### config.mk
export PLATFORM = sky130hd
export DESIGN_NAME = fit_policy_block_allocator_flat
export DESIGN_NICKNAME = d
export VERILOG_FILES = /design/src/fpba_pkg.sv /design/src/fpba_if.sv /design/src/fit_policy_block_allocator.sv /design/src/fpba_cfg.sv /design/src/fpba_store.sv /design/src/fpba_scan.sv /design/src/flat_wrapper.sv
export SDC_FILE = /design/constraint.sdc
export NUM_CORES = 1
export LEC_CHECK = 0
export BUFFER_PORTS_ARGS = -buffer_cell sky130_fd_sc_hd__buf_2
export CAP_MARGIN = 20
export CORE_MARGIN = 2
export CORE_UTILIZATION = 50
export DETAILED_ROUTE_END_ITERATION = 7
export PLACE_DENSITY = 0.76
export REMOVE_ABC_BUFFERS = 1
export SYNTH_ARGS = -nofsm -noshare
export SYNTH_HDL_FRONTEND = slang
export SYNTH_HIERARCHICAL = 1
export SYNTH_SLANG_ARGS = --single-unit
### constraint.sdc
create_clock -name clk -period 9.6 [get_ports clk]
set_input_delay 1.92 -clock clk [delete_from_list [all_inputs] [get_ports clk]]
set_output_delay 1.92 -clock clk [all_outputs]
set_load 0.005 [all_outputs]
### src/fpba_pkg.sv
// Shared constants, codes and types of the fit-policy block allocator.
// No dependencies; most src files refer to it by scoped names, and the sim files import it.
package fpba_pkg;

  localparam int NUM_BLOCKS = 8;
  localparam int SIZE_WIDTH = 16;
  localparam int IDX_W      = 3;
  localparam int CNT_W      = $clog2(NUM_BLOCKS + 1);
  localparam int POL_W      = 2;
  localparam int BIU_W      = 4;
  localparam int ADDR_W     = 3;
  localparam int DATA_W     = 32;

  localparam logic OP_LOAD  = 1'b0;
  localparam logic OP_ALLOC = 1'b1;

  localparam logic [POL_W-1:0] POL_FIRST = 2'd0;
  localparam logic [POL_W-1:0] POL_BEST  = 2'd1;
  localparam logic [POL_W-1:0] POL_WORST = 2'd2;

  localparam logic REG_FIT_POLICY    = 1'b0;
  localparam logic REG_BLOCKS_IN_USE = 1'b1;

  localparam logic [BIU_W-1:0] BIU_RESET = 4'd8;

  typedef struct packed {
    logic [POL_W-1:0] fit_policy;
    logic [BIU_W-1:0] blocks_in_use;
  } cfg_t;

  typedef struct packed {
    logic                  en;
    logic [IDX_W-1:0]      addr;
    logic [SIZE_WIDTH-1:0] data;
  } store_wr_t;

  typedef enum logic [2:0] {
    ST_IDLE   = 3'b001,
    ST_SCAN   = 3'b010,
    ST_FINISH = 3'b100
  } state_t;

endpackage

### src/fpba_if.sv
// Valid/ready channel interfaces for request and response transactions.
// Depends on fpba_pkg for field widths.
interface fpba_req_if;
  logic                           valid;
  logic                           ready;
  logic                           operation;
  logic [fpba_pkg::IDX_W-1:0]     block_index;
  logic [fpba_pkg::SIZE_WIDTH-1:0] size_value;

  modport source (output valid, output operation, output block_index,
                  output size_value, input ready);
  modport sink (input valid, input operation, input block_index,
                input size_value, output ready);
endinterface

interface fpba_rsp_if;
  logic                       valid;
  logic                       ready;
  logic                       granted;
  logic [fpba_pkg::IDX_W-1:0] chosen_block;

  modport source (output valid, output granted, output chosen_block, input ready);
  modport sink (input valid, input granted, input chosen_block, output ready);
endinterface

### src/fit_policy_block_allocator.sv
// Fit-policy block allocator: keeps the free size of each block and grants
// allocate requests by first, best or worst fit. A load transaction gives no
// response. An allocate transaction searches up to N blocks, where N is the
// number of blocks searched (blocks_in_use, capped at the block count); first
// fit stops at the first block that fits. The single compare unit reads one
// entry of the size RAM per cycle during the scan; the accept, the scan and
// the charge of the chosen block follow in that order, and the charge holds
// while an earlier response still waits. The request channel is ready only
// between allocations; a finished response waits in its own register, and
// new transactions are taken while it waits.
// Depends on fpba_pkg, fpba_if, fpba_cfg, fpba_store and fpba_scan.
module fit_policy_block_allocator (
  input  logic                          clk,
  input  logic                          rst,
  fpba_req_if.sink                      req,
  fpba_rsp_if.source                    rsp,
  input  logic                          psel,
  input  logic                          penable,
  input  logic                          pwrite,
  input  logic [fpba_pkg::ADDR_W-1:0]   paddr,
  input  logic [fpba_pkg::DATA_W-1:0]   pwdata,
  output logic [fpba_pkg::DATA_W-1:0]   prdata,
  output logic                          pready
);

  fpba_pkg::cfg_t                  cfg;
  fpba_pkg::store_wr_t             wr;
  logic [fpba_pkg::IDX_W-1:0]      rd_addr;
  logic [fpba_pkg::SIZE_WIDTH-1:0] rd_data;

  fpba_cfg u_cfg (
    .clk     (clk),
    .rst     (rst),
    .psel    (psel),
    .penable (penable),
    .pwrite  (pwrite),
    .paddr   (paddr),
    .pwdata  (pwdata),
    .prdata  (prdata),
    .pready  (pready),
    .cfg     (cfg)
  );

  fpba_store #(
    .WIDTH (fpba_pkg::SIZE_WIDTH),
    .DEPTH (fpba_pkg::NUM_BLOCKS)
  ) u_store (
    .clk     (clk),
    .wr_en   (wr.en),
    .wr_addr (wr.addr),
    .wr_data (wr.data),
    .rd_addr (rd_addr),
    .rd_data (rd_data)
  );

  fpba_scan u_scan (
    .clk              (clk),
    .rst              (rst),
    .cfg              (cfg),
    .in_valid         (req.valid),
    .in_ready         (req.ready),
    .in_operation     (req.operation),
    .in_block_index   (req.block_index),
    .in_size_value    (req.size_value),
    .rd_addr          (rd_addr),
    .rd_data          (rd_data),
    .wr               (wr),
    .out_valid        (rsp.valid),
    .out_ready        (rsp.ready),
    .out_granted      (rsp.granted),
    .out_chosen_block (rsp.chosen_block)
  );

endmodule

### src/fpba_cfg.sv
// APB-style configuration registers: fit policy and number of blocks searched.
// Depends on fpba_pkg.
module fpba_cfg (
  input  logic                          clk,
  input  logic                          rst,
  input  logic                          psel,
  input  logic                          penable,
  input  logic                          pwrite,
  input  logic [fpba_pkg::ADDR_W-1:0]   paddr,
  input  logic [fpba_pkg::DATA_W-1:0]   pwdata,
  output logic [fpba_pkg::DATA_W-1:0]   prdata,
  output logic                          pready,
  output fpba_pkg::cfg_t                cfg
);

  fpba_pkg::cfg_t cfg_q;
  logic           wr_en;
  logic           reg_sel;

  assign pready  = 1'b1;
  assign wr_en   = psel && penable && pwrite;
  assign reg_sel = paddr[2];
  assign cfg     = cfg_q;

  always_ff @(posedge clk) begin
    if (rst) begin
      cfg_q.fit_policy    <= fpba_pkg::POL_FIRST;
      cfg_q.blocks_in_use <= fpba_pkg::BIU_RESET;
    end else if (wr_en) begin
      unique case (reg_sel)
        fpba_pkg::REG_FIT_POLICY:    cfg_q.fit_policy    <= pwdata[fpba_pkg::POL_W-1:0];
        fpba_pkg::REG_BLOCKS_IN_USE: cfg_q.blocks_in_use <= pwdata[fpba_pkg::BIU_W-1:0];
        default: ;
      endcase
    end
  end

  always_comb begin
    unique case (reg_sel)
      fpba_pkg::REG_FIT_POLICY:
        prdata = fpba_pkg::DATA_W'(cfg_q.fit_policy);
      fpba_pkg::REG_BLOCKS_IN_USE:
        prdata = fpba_pkg::DATA_W'(cfg_q.blocks_in_use);
      default:
        prdata = '0;
    endcase
  end

endmodule

### src/fpba_store.sv
// Generic single-port-write, single-port-read RAM with a registered read.
// No dependencies; entries hold nothing defined until written.
module fpba_store #(
  parameter int WIDTH = 16,
  parameter int DEPTH = 8
) (
  input  logic                     clk,
  input  logic                     wr_en,
  input  logic [$clog2(DEPTH)-1:0] wr_addr,
  input  logic [WIDTH-1:0]         wr_data,
  input  logic [$clog2(DEPTH)-1:0] rd_addr,
  output logic [WIDTH-1:0]         rd_data
);

  logic [WIDTH-1:0] mem [DEPTH];

  always_ff @(posedge clk) begin
    if (wr_en) begin
      mem[wr_addr] <= wr_data;
    end
    rd_data <= mem[rd_addr];
  end

endmodule

### src/fpba_scan.sv
// Sequencer and shared compare unit: writes loads, scans one block per cycle,
// picks the block under the fit policy, charges it and registers the response.
// Depends on fpba_pkg.
module fpba_scan (
  input  logic                              clk,
  input  logic                              rst,
  input  fpba_pkg::cfg_t                    cfg,
  input  logic                              in_valid,
  output logic                              in_ready,
  input  logic                              in_operation,
  input  logic [fpba_pkg::IDX_W-1:0]        in_block_index,
  input  logic [fpba_pkg::SIZE_WIDTH-1:0]   in_size_value,
  output logic [fpba_pkg::IDX_W-1:0]        rd_addr,
  input  logic [fpba_pkg::SIZE_WIDTH-1:0]   rd_data,
  output fpba_pkg::store_wr_t               wr,
  output logic                              out_valid,
  input  logic                              out_ready,
  output logic                              out_granted,
  output logic [fpba_pkg::IDX_W-1:0]        out_chosen_block
);

  fpba_pkg::state_t                state, state_next;
  logic [fpba_pkg::SIZE_WIDTH-1:0] req_size, req_size_next;
  logic [fpba_pkg::POL_W-1:0]      policy, policy_next;
  logic [fpba_pkg::CNT_W-1:0]      limit, limit_next;
  logic [fpba_pkg::CNT_W-1:0]      cnt, cnt_next;
  logic                            found, found_next;
  logic [fpba_pkg::IDX_W-1:0]      best, best_next;
  logic [fpba_pkg::SIZE_WIDTH-1:0] best_size, best_size_next;
  logic                            rsp_valid, rsp_valid_next;
  logic                            rsp_granted, rsp_granted_next;
  logic [fpba_pkg::IDX_W-1:0]      rsp_block, rsp_block_next;

  logic [fpba_pkg::CNT_W-1:0]      cfg_limit;
  logic                            fits;
  logic                            take;
  logic                            first_fit;
  logic                            last;

  // Saturate the searched count at the number of blocks.
  assign cfg_limit = (int'(cfg.blocks_in_use) > fpba_pkg::NUM_BLOCKS) ?
                     fpba_pkg::CNT_W'(fpba_pkg::NUM_BLOCKS) :
                     fpba_pkg::CNT_W'(cfg.blocks_in_use);

  // Address the entry needed next cycle; the store read is registered.
  assign rd_addr   = cnt_next[fpba_pkg::IDX_W-1:0];
  assign first_fit = (policy != fpba_pkg::POL_BEST) && (policy != fpba_pkg::POL_WORST);
  assign fits      = rd_data >= req_size;
  assign take      = fits && (!found ||
                     ((policy == fpba_pkg::POL_BEST)  && (rd_data < best_size)) ||
                     ((policy == fpba_pkg::POL_WORST) && (rd_data > best_size)));
  assign last      = ((cnt + 1'b1) == limit) || (fits && first_fit);

  always_comb begin
    state_next       = state;
    req_size_next    = req_size;
    policy_next      = policy;
    limit_next       = limit;
    cnt_next         = cnt;
    found_next       = found;
    best_next        = best;
    best_size_next   = best_size;
    rsp_valid_next   = rsp_valid && !out_ready;
    rsp_granted_next = rsp_granted;
    rsp_block_next   = rsp_block;
    in_ready         = 1'b0;
    wr.en            = 1'b0;
    wr.addr          = in_block_index;
    wr.data          = in_size_value;

    unique case (state)
      fpba_pkg::ST_IDLE: begin
        in_ready = 1'b1;
        if (in_valid) begin
          if (in_operation == fpba_pkg::OP_LOAD) begin
            // Drop loads aimed past the last block.
            wr.en = (int'(in_block_index) < fpba_pkg::NUM_BLOCKS);
          end else begin
            req_size_next  = in_size_value;
            policy_next    = cfg.fit_policy;
            limit_next     = cfg_limit;
            cnt_next       = '0;
            found_next     = 1'b0;
            best_next      = '0;
            best_size_next = '0;
            state_next     = (cfg_limit == '0) ? fpba_pkg::ST_FINISH : fpba_pkg::ST_SCAN;
          end
        end
      end
      fpba_pkg::ST_SCAN: begin
        if (take) begin
          found_next     = 1'b1;
          best_next      = cnt[fpba_pkg::IDX_W-1:0];
          best_size_next = rd_data;
        end
        cnt_next = cnt + 1'b1;
        if (last) begin
          state_next = fpba_pkg::ST_FINISH;
        end
      end
      fpba_pkg::ST_FINISH: begin
        // Hold until the response register is free.
        if (!rsp_valid || out_ready) begin
          wr.en            = found;
          wr.addr          = best;
          wr.data          = best_size - req_size;
          rsp_valid_next   = 1'b1;
          rsp_granted_next = found;
          rsp_block_next   = found ? best : '0;
          state_next       = fpba_pkg::ST_IDLE;
        end
      end
      default: begin
        state_next = fpba_pkg::ST_IDLE;
      end
    endcase
  end

  always_ff @(posedge clk) begin
    if (rst) begin
      state     <= fpba_pkg::ST_IDLE;
      rsp_valid <= 1'b0;
      found     <= 1'b0;
      cnt       <= '0;
    end else begin
      state     <= state_next;
      rsp_valid <= rsp_valid_next;
      found     <= found_next;
      cnt       <= cnt_next;
    end
  end

  always_ff @(posedge clk) begin
    req_size    <= req_size_next;
    policy      <= policy_next;
    limit       <= limit_next;
    best        <= best_next;
    best_size   <= best_size_next;
    rsp_granted <= rsp_granted_next;
    rsp_block   <= rsp_block_next;
  end

  assign out_valid        = rsp_valid;
  assign out_granted      = rsp_granted;
  assign out_chosen_block = rsp_block;

endmodule

### src/flat_wrapper.sv
// flat-port wrapper written by rule: the top's interface ports become plain ports
module fit_policy_block_allocator_flat 
  (clk, rst, psel, penable, pwrite, paddr, pwdata, prdata, pready, req_valid, req_operation, req_block_index, req_size_value, req_ready, rsp_valid, rsp_granted, rsp_chosen_block, rsp_ready);
  fpba_req_if req_i ();
  fpba_rsp_if rsp_i ();
  input  logic clk;
  input  logic rst;
  input  logic psel;
  input  logic penable;
  input  logic pwrite;
  input  logic [fpba_pkg::ADDR_W-1:0] paddr;
  input  logic [fpba_pkg::DATA_W-1:0] pwdata;
  output logic [fpba_pkg::DATA_W-1:0] prdata;
  output logic pready;
  input wire logic [$bits(req_i.valid)-1:0] req_valid;
  input wire logic [$bits(req_i.operation)-1:0] req_operation;
  input wire logic [$bits(req_i.block_index)-1:0] req_block_index;
  input wire logic [$bits(req_i.size_value)-1:0] req_size_value;
  output wire logic [$bits(req_i.ready)-1:0] req_ready;
  output wire logic [$bits(rsp_i.valid)-1:0] rsp_valid;
  output wire logic [$bits(rsp_i.granted)-1:0] rsp_granted;
  output wire logic [$bits(rsp_i.chosen_block)-1:0] rsp_chosen_block;
  input wire logic [$bits(rsp_i.ready)-1:0] rsp_ready;
  assign req_i.valid = req_valid;
  assign req_i.operation = req_operation;
  assign req_i.block_index = req_block_index;
  assign req_i.size_value = req_size_value;
  assign req_ready = req_i.ready;
  assign rsp_valid = rsp_i.valid;
  assign rsp_granted = rsp_i.granted;
  assign rsp_chosen_block = rsp_i.chosen_block;
  assign rsp_i.ready = rsp_ready;
  fit_policy_block_allocator u_core (.clk(clk), .rst(rst), .req(req_i), .rsp(rsp_i), .psel(psel), .penable(penable), .pwrite(pwrite), .paddr(paddr), .pwdata(pwdata), .prdata(prdata), .pready(pready));
endmodule
==> qor.csv <==
metric,value,unit
ys_ff_latch,204,
dr.pass1.iters,5,
cp_num_buf_inv,2,
core,0.01883,mm²
cts_max_path_buffers,3,
power,2.112,mW
tritoncts,yes,
peakVddDrop,109.2,µV
critical_path_arrival,2.51,ns
grtUsageMet3,3.186,%
seq_area_frac_synth,60.12,%
port-buffer-count,41,
io-pin-count,101,
finalMaxSlewViolations,0,
hold_class,flop to flop,
ys.flop_type,edfxtp_1,
multiInputGateArea,0.003500,mm²
yosysUniqueCellTypes,64,
async_flop_share,0,%
grt_max_degree,41,
clock_latency,0.52,ns
gr-usage-met2,34.50,%
synth.avg_cell_area,14.46,µm²
vias_per_cell,5.589,
syn_inst,669,
tns,0,ns
fmax,225.8,MHz
die_h,143.1,µm
vias,5583,
slew_headroom,31.91,%
grt_pass1_wl,30990,µm
grt_usage,20.25,%
whs_path_depth,0,
grt-busiest-layer,met2,
hpwl,12950,µm
yosys_warnings,6,
finalCritPeriodShare,46.12,%
fin_skew,0.02146,ns
cts.sink_count,204,
cp_max_fo,6,
cpLargestDelayFamily,multiplexers,
crit_path_max_incr_delay,0.33,ns
row_count,50,
ys_top_cells_by_area,"edfxtp_1, mux4_1, ha_1, dfxtp_1, buf_4",
drv_cap,0,
grt_pass1_vias,5522,
drc,0,
insertedDiodeCount,0,
dieArea,0.02047,mm²
area_growth,12.20,%
hold_viol,0,
clock-root-buffer,clkbuf_16,
postRouteAntennaNets,0,
drt_iter0_drc,439,
htreeDepth,1,
synth.top_cell.area_share,53.71,%
antenna_found_initial,0,
syn_area,0.009673,mm²
gp_congestion,0.8463,
synth_edf_count,173,
power.leakage,4.139,nW
finalSetupViolations,0,
cts_resized,0,
slowest_stage,mux2_2,
period_needed,4.428,ns
timing.rr.start,u_core/u_scan/state[2]$_SDFFE_PP0P_,
critPathMostFrequentCell,buf_2,
start_kind,input port,
drive_gt1_share,16.64,%
power_density,194.6,mW/mm²
routedWlPerCell,20.07,µm
wirelength,20050,µm
whs_endpoint,u_core/u_scan/out_granted$_DFFE_PP_,
worstPathRequired,7.68,ns
fillers,1441,
rr_worst_depth,9,
initial_core_util,51.37,%
die_w,143.1,µm
end_kind,output pin,
min-delay-start,u_core/u_scan/found$_SDFFE_PP0P_,
status,"complete, no violations",
rsz0062_at_grt,false,
grt_overflow,0,
synth_top_cell_by_area,edfxtp_1,
r2r_end,u_core/u_store/rd_data[14]$_DFF_P_,
seq_area,0.005816,mm²
cp_cell_sequence,buf_2 -> mux2_2 -> buf_2,
netlist_top_cells_count,"edfxtp_1, ha_1, inv_1, nand2_1, buf_4",
critPathKind,input port to output pin,
yosysMostFrequentCell,edfxtp_1,
postCtsSetupRepairBufs,0,
grtUsageMet1,26.31,%
clkTransAtPathRegs,0.06,ns
hold_buffers,0,
cts_buffers,22,
tightest_slew,1.013,ns
fin_nets,836,
rrSetupSlack,6.41,ns
-- worst max-delay path by stage --
stage          startpoint  depth (start not counted)  slack [ns]                                  to
2_1_floorplan   req_valid                          6        4.54  u_core/u_store/rd_data[10]$_DFF_P_
3_3_place_gp    req_valid                          9        5.02  u_core/u_store/rd_data[14]$_DFF_P_
3_5_place_dp    req_valid                          9        4.95  u_core/u_store/rd_data[14]$_DFF_P_
4_1_cts          paddr[2]                          3        5.17                           prdata[0]
5_1_grt          paddr[2]                          3        5.14                           prdata[0]
6_report         paddr[2]                          3        5.17                           prdata[0]
-- power breakdown --
group          switching (mW)  leakage (nW)  internal [mW]
clock network           0.338         0.373          0.528
logic                   0.135          1.93         0.0960
registers              0.0177          1.83          0.997
total                   0.491          4.14           1.62
-- stage by stage --
step | utilization, % | setup WS (ns) | instances | area [µm²] | hold slack [ns]
detailed placement | 53.64 | 4.955 | 959 | 10100 | 0.4898
global route | 57.63 | 5.139 | 999 | 10850 | 0.5314
CTS | 57.63 | 5.174 | 999 | 10850 | 0.5042
global placement | 53.56 | 5.020 | 958 | 10090 | 0.4825
floorplan | - | 4.542 | 644 | 9418 | 0.4273
finish | 57.63 | 5.172 | 999 | 10850 | 0.5179
-- routing by layer --
layer / share of wire, % / vias up
met1: 42 / 2738
met3: 6.0 / 41
met5: 0 / -
met4: 3.4 / 0
met2: 49 / 214
li1: - / 2590
-- sequential cells by signal, summed over array words and instances, names as in the netlist --
register                        flops
u_core/u_scan/best                  3
u_core/u_scan/policy                2
u_core/u_scan/limit                 4
u_core/u_scan/req_size             16
u_core/u_store/mem                128
u_core/u_cfg/cfg                    6
u_core/u_scan/cnt                   4
u_core/u_scan/found                 1
u_core/u_scan/state                 3
u_core/u_scan/best_size            16
u_core/u_scan/out_granted           1
u_core/u_scan/out_valid             1
u_core/u_scan/out_chosen_block      3
u_core/u_store/rd_data             16
-- final cells by class --
| type | instances | share of cell area [%] |
|---|---|---|
| multi-input cells | 402 | 32.25 |
| well taps | 260 | 2.997 |
| flip-flops and latches | 204 | 53.59 |
| clock inverters | 11 | 1.337 |
| inverters | 38 | 1.314 |
| repair buffers | 55 | 2.928 |
| clock buffers | 29 | 5.591 |
-- kinds of logic (layout without fill, tap and decap cells) --
logic type / count (synthesis) / after routing / share of synthesized area [%]
other: 2 / 29 / 0.07764
DFF: 204 / 204 / 60.12
and+or+nand+nor: 152 / 152 / 8.421
buffers and inverters: 90 / 133 / 5.161
muxes: 57 / 57 / 11.36
AOI/OAI and AO/OA: 96 / 96 / 6.649
adders and majority gates: 51 / 51 / 6.674
xor gates and xnor gates: 17 / 17 / 1.539
-- cell usage in the layout, fill, tap and decap left out, types with 10 or more instances in the layout --
cell type	n
buf_2	41
nand2_1	37
o21ai_1	17
nor2b_1	10
clkbuf_16	22
dfxtp_1	31
xnor2_1	10
nor2_1	27
edfxtp_1	173
mux2_2	18
ha_1	50
mux4_1	28
buf_4	13
conb_1	29
and2_1	22
nand2b_1	17
a21oi_1	20
inv_1	37
a21o_1	12
No activity file was read; power rests on OpenSTA's default activity.
